$ cat src/rtl/qrs_pkg.sv
// Shared types, codes and arithmetic step functions of the quadratic root solver.
// No dependencies; every other file of the block refers to this package by scoped names.
package qrs_pkg;

    // Equation class decided by the front part.
    typedef enum logic [4:0] {
        CLS_NONE = 5'b00001,
        CLS_INF  = 5'b00010,
        CLS_LIN  = 5'b00100,
        CLS_DBL  = 5'b01000,
        CLS_TWO  = 5'b10000
    } t_cls;

    // Root count codes on the result channel.
    localparam logic [1:0] CNT_NONE = 2'd0;
    localparam logic [1:0] CNT_ONE  = 2'd1;
    localparam logic [1:0] CNT_TWO  = 2'd2;
    localparam logic [1:0] CNT_INF  = 2'd3;

    // Saturation limits of a 32-bit signed root.
    localparam logic [31:0] ROOT_MAX = 32'h7FFF_FFFF;
    localparam logic [31:0] ROOT_MIN = 32'h8000_0000;

    // One classified equation as it waits in the queue.
    typedef struct packed {
        t_cls               cls;
        logic signed [31:0] a;
        logic signed [31:0] b;
        logic signed [31:0] c;
        logic [64:0]        d;
    } t_job;

    // Coefficients and class carried beside the square root stages.
    typedef struct packed {
        t_cls               cls;
        logic signed [31:0] a;
        logic signed [31:0] b;
        logic signed [31:0] c;
    } t_coef;

    // Partial state of the digit-by-digit square root.
    typedef struct packed {
        logic [34:0] rem;
        logic [32:0] root;
        logic [65:0] rad;
    } t_sq;

    // Partial state of one restoring divider.
    typedef struct packed {
        logic [33:0] rem;
        logic [31:0] nlow;
        logic [31:0] quo;
    } t_dv;

    // Side information carried beside the divider stages.
    typedef struct packed {
        t_cls        cls;
        logic        neg_a;
        logic        neg_b;
        logic        big_a;
        logic        big_b;
        logic [32:0] dm;
    } t_dmeta;

    // Queue status seen by both sides.
    typedef struct packed {
        logic full;
        logic empty;
    } t_qstat;

    // A coefficient counts as zero when its magnitude is zero or below the tolerance.
    function automatic logic is_small(logic [31:0] x, logic [15:0] tol);
        logic [32:0] m;
        m = x[31] ? (33'd0 - {1'b1, x}) : {1'b0, x};
        return (m == 33'd0) || (m < {17'd0, tol});
    endfunction

    // One result bit of the square root.
    function automatic t_sq sq_step(t_sq x);
        logic [34:0] rem2;
        logic [34:0] trial;
        t_sq         y;
        rem2  = {x.rem[32:0], x.rad[65:64]};
        trial = {x.root, 2'b01};
        y.rad = {x.rad[63:0], 2'b00};
        if (rem2 >= trial) begin
            y.rem  = rem2 - trial;
            y.root = {x.root[31:0], 1'b1};
        end else begin
            y.rem  = rem2;
            y.root = {x.root[31:0], 1'b0};
        end
        return y;
    endfunction

    // One quotient bit of the restoring divider.
    function automatic t_dv dv_step(t_dv x, logic [32:0] dm);
        logic [33:0] rem2;
        t_dv         y;
        rem2   = {x.rem[32:0], x.nlow[31]};
        y.nlow = {x.nlow[30:0], 1'b0};
        if (rem2 >= {1'b0, dm}) begin
            y.rem = rem2 - {1'b0, dm};
            y.quo = {x.quo[30:0], 1'b1};
        end else begin
            y.rem = rem2;
            y.quo = {x.quo[30:0], 1'b0};
        end
        return y;
    endfunction

    // Signs and clamps a quotient magnitude; bit 32 of the result is the overflow flag.
    function automatic logic [32:0] fix_sat(logic [31:0] q, logic big, logic neg);
        logic [32:0] r;
        if (neg) begin
            if (big || (q > ROOT_MIN)) r = {1'b1, ROOT_MIN};
            else                       r = {1'b0, 32'd0 - q};
        end else begin
            if (big || q[31]) r = {1'b1, ROOT_MAX};
            else              r = {1'b0, q};
        end
        return r;
    endfunction

endpackage

$ cat src/rtl/qrs_queue.sv
// Short queue between the front and back parts of the quadratic root solver.
// Depends on qrs_pkg for the entry and status types.
module qrs_queue #(
    parameter int DEPTH = 4
) (
    input  logic            i_clk,
    input  logic            i_rst_n,
    input  logic            i_push,
    input  qrs_pkg::t_job   i_job,
    input  logic            i_pop,
    output qrs_pkg::t_job   o_job,
    output qrs_pkg::t_qstat o_qstat
);

    localparam int AW = (DEPTH > 1) ? $clog2(DEPTH) : 1;
    localparam int CW = $clog2(DEPTH + 1);

    qrs_pkg::t_job r_mem [DEPTH];
    logic [AW-1:0] r_wr, r_rd;
    logic [CW-1:0] r_cnt;

    assign o_qstat.full  = (r_cnt == CW'(DEPTH));
    assign o_qstat.empty = (r_cnt == '0);
    assign o_job         = r_mem[r_rd];

    // Entry storage.
    always_ff @(posedge i_clk) begin
        if (i_push) begin
            r_mem[r_wr] <= i_job;
        end
    end

    // Pointers wrap at the depth; the count tracks occupancy.
    always_ff @(posedge i_clk) begin
        if (!i_rst_n) begin
            r_wr  <= '0;
            r_rd  <= '0;
            r_cnt <= '0;
        end else begin
            if (i_push) r_wr <= (r_wr == AW'(DEPTH - 1)) ? '0 : r_wr + 1'b1;
            if (i_pop)  r_rd <= (r_rd == AW'(DEPTH - 1)) ? '0 : r_rd + 1'b1;
            if (i_push && !i_pop)      r_cnt <= r_cnt + 1'b1;
            else if (!i_push && i_pop) r_cnt <= r_cnt - 1'b1;
        end
    end

    no_overrun_a: assert property (@(posedge i_clk) disable iff (!i_rst_n)
        !(i_push && o_qstat.full))
        else $error("queue written while full");

    no_underrun_a: assert property (@(posedge i_clk) disable iff (!i_rst_n)
        !(i_pop && o_qstat.empty))
        else $error("queue read while empty");

    fill_a: assert property (@(posedge i_clk) disable iff (!i_rst_n)
        (i_push && !i_pop) |=> (r_cnt == $past(r_cnt) + 1'b1))
        else $error("queue count did not follow a lone write");

endmodule

$ cat config.mk
export PLATFORM = sky130hd
export DESIGN_NAME = qrs_queue
export DESIGN_NICKNAME = d
export VERILOG_FILES = /design/src/rtl/qrs_pkg.sv /design/src/rtl/qrs_queue.sv
export SDC_FILE = /design/constraint.sdc
export NUM_CORES = 1
export LEC_CHECK = 0
export ABC_AREA = 1
export CORE_MARGIN = 8
export CORE_UTILIZATION = 60
export DETAILED_ROUTE_END_ITERATION = 6
export DONT_BUFFER_PORTS = 1
export PLACE_DENSITY = 0.76
export SLEW_MARGIN = 20
export SYNTH_ARGS = -nofsm -noshare
export SYNTH_HDL_FRONTEND = slang
export SYNTH_SLANG_ARGS = --single-unit
$ cat constraint.sdc
create_clock -name i_clk -period 6.1 [get_ports i_clk]
set_clock_uncertainty 0.1 [all_clocks]
set_input_delay 0.61 -clock i_clk [delete_from_list [all_inputs] [get_ports i_clk]]
set_output_delay 0.61 -clock i_clk [all_outputs]
set_load 0.1 [all_outputs]
==> run_results.csv <==
group,metric,value,unit
yosys,synth_sequential_area_ratio,0.8043,
floorplanning,initial_core_util,0.6017,
worst_setup_path,critical_path_class,"reg2out",
floorplanning,dieArea,48480,um2
clocking,post_cts_buffers,0,
floorplanning,num_rows,75,
global_routing,grt_pass1_vias,14708,
yosys,synthArstFlopShare,0,
yosys,synth-xor-area-share,0.0003501,
place,io_buffers,0,
global_routing,antenna_found_initial,2,
floorplanning,ios,338,
worst_setup_path,worst-path-max-fanout,188,
floorplanning,die_y,220.2,um
sta,fin_setup_tns,0,ns
sta,worst_pin_slew,1.203,ns
global_routing,grt_use_total,0.2345,
floorplanning,die_w,220.2,um
worst_setup_path,slowest_delay,0.90,ns
layout,fin_nets,1918,
yosys,ys_top_cells_by_count,"664 x edfxtp_1, 340 x nor2_1, 309 x o21ai_0, 156 x o22ai_1, 53 x clkbuf_1",
yosys,netlist_top_cells_area,"edfxtp_1 80%, o21ai_0 6.2%, nor2_1 5.1%, o22ai_1 3.9%, clkbuf_1 0.80%",
sta,fin_crit_sh,0.7546,
worst_setup_path,cp-end-kind,"primary output",
yosys,synth_top_area_share,0.7971,
sta,period_minus_slack,4.603,ns
sta,relSlewSlack,0.1997,
yosys,synthCells,1664,
clocking,post_cts_resized,0,
clocking,clkLatencyLatePin,0.57,ns
worst_setup_path,critical_path.slowest_cell,"o22ai_2",
detailed_routing,vias,14501,
power_and_ir_drop,power_density,386.1,nW/um2
detailed_routing,drtAntennaViolNets,0,
power_and_ir_drop,leakagePower,9.679,nW
yosys,yosysWarnings,0,
yosys,synth_top_family_by_area,"compound AO/OA/AOI/OAI gates",
yosys,syn_nets,1841,
worst_setup_path,crit_family,"buffers and inverters",
status,outcome,"finished clean",
power_and_ir_drop,p_total,11.39,mW
yosys,synthAdderAreaFrac,0.003802,
min_path,hold_path.class,"in2reg",
global_routing,grt_max_degree,189,
yosys,yosysTopAreaCell,"edfxtp_1",
yosys,synth_area,25010,um2
clocking,numClockSinks,673,
clocking,path_clk_slew,0.06,ns
detailed_routing,routed_via_density,6.224,
global_routing,grt_overflow,0,
yosys,synthMuxAreaShare,0,
clocking,clockBufferDepth,3,
worst_setup_path,path_cells,"inv_8 -> buf_4 -> o21ai_0 -> o22ai_2",
detailed_routing,first_pass_iters,6,
clocking,cts_tree,"done",
layout,postLayoutCoreUtil,0.7098,
sta,timing.fmax,0.2172,GHz
clocking,cts_made_buffers,68,
detailed_routing,drc_errors,0,
worst_setup_path,arrival,3.89,ns
yosys,synth_edf_count,664,
clocking,cts_htree_levels,3,
detailed_routing,routed_wl,59010,um
worst_setup_path,startpoint_type,"register",
clocking,root_buffer,"clkbuf_16",
layout,area_delta_synth_final,17.96,%
global_routing,grt_pass1_wl,86460,um
place,dp_hpwl,31810,um
run,drv_cap,0,
sta,whs,0.03279,ns
worst_setup_path,worst_ep_required_time,5.39,ns
yosys,ys_ff_latch,673,
yosys,synth_compound_area_frac,0.1116,
worst_setup_path,crit_buf_inv,2,
detailed_routing,drt-initial-drc-count,1647,
yosys,synth_most_common_cell,"edfxtp_1",
detailed_routing,wl_per_cell,25.33,um
sta,maxSlewViolCount,0,
yosys,yosys.area_share.simple,0.05347,
clocking,postCtsHoldBufs,82,
sta,finalHoldViolations,0,
place,place_congestion,0.7958,
yosys,synth_cell_types,22,
power_and_ir_drop,vdd_drop_max,0.3411,mV
sta,grt_setup_unrepaired,"false",
floorplanning,core,41570,um2
layout,final_layout_size_suffix_gt1_frac,0.1654,
yosys,synthFlopType,"edfxtp_1",
yosys,avgSynthCellArea,15.03,um2
sta,setup_viol,0,
## routing by layer
layer | routed length, um | global-route usage
met1 | 21430 | 0.2859
met3 | 6094 | 0.08311
met5 | 13 | 0
met2 | 29840 | 0.3884
met4 | 1632 | 0.07923
## cell type report
type / instances / area, um2
tap: 539 / 674.4
timing repair buffer: 116 / 1174
sequential: 673 / 20130
clock buffer: 85 / 1829
clock inverter: 34 / 240.2
fill: 2483 / 12060
antenna: 1 / 2.502
multi-input combinational: 866 / 5370
inverter: 16 / 90.09
## placed cells by master, fill, tap and decap left out, drive strengths merged
cell type	count
nand4	1
a21oi	3
dfxtp	9
edfxtp	664
nor3	4
o22ai	166
diode	1
nor2	340
inv	18
o21ai	335
fa	1
buf	32
clkinvlp	2
ha	6
nand3	1
clkbuf	87
bufinv	3
nand2	8
dlygate4sd3	82
xor2	1
clkinv	27
## flip-flops by register name, summed over array words and instances (netlist names), named ones only
signal	flops
r_cnt	3
r_mem	664
r_rd	2
r_wr	2
## worst register-to-register path, delay by kind of cell, from the launching register on
family / cells / cell delay (ns)
adder cells (fa/ha/maj): 1 / 0.20
buffers and inverters: 2 / 1.43
flip-flops: 1 / 0.40
AND/OR/NAND/NOR: 1 / 0.12
## power by group
group / total [mW] / internal [mW] / switching [mW]
sequential: 5.37 / 5.29 / 0.0759
combinational: 2.12 / 0.304 / 1.82
clock: 3.90 / 2.25 / 1.65
total: 11.4 / 7.85 / 3.54
## per-stage QoR
stage                     instances  instance area [um2]  setup WS (ns)
after global routing           2330                29510          1.287
final                          2330                29510          1.497
after global placement         2128                26460          2.091
after detailed placement       2128                26490          2.128
after floorplan                1664                25010          1.643
after CTS                      2329                29380          1.482
## worst paths after layout
| check | slack (ns) | start | to | depth (start not counted) |
|---|---|---|---|---|
| setup / recovery | 1.50 | register | o_job[139] | 4 |
| hold / removal | 0.03 | i_job[64] | r_mem[2][64] | 0 |
| setup reg to reg | 3.46 | r_wr[0] | r_mem[3][117] | 4 |
| hold reg to reg | 0.45 | r_rd[1] | r_rd[1] | 2 |
## cells by family (layout without fill, tap and decap cells)
family	after synthesis	after routing
fa+ha+maj	7	7
compound gates	504	504
simple gates	354	354
other cells	0	1
flops	673	673
buf+inv	125	251
xor+xnor	1	1
(Power assumes the default switching activity.)
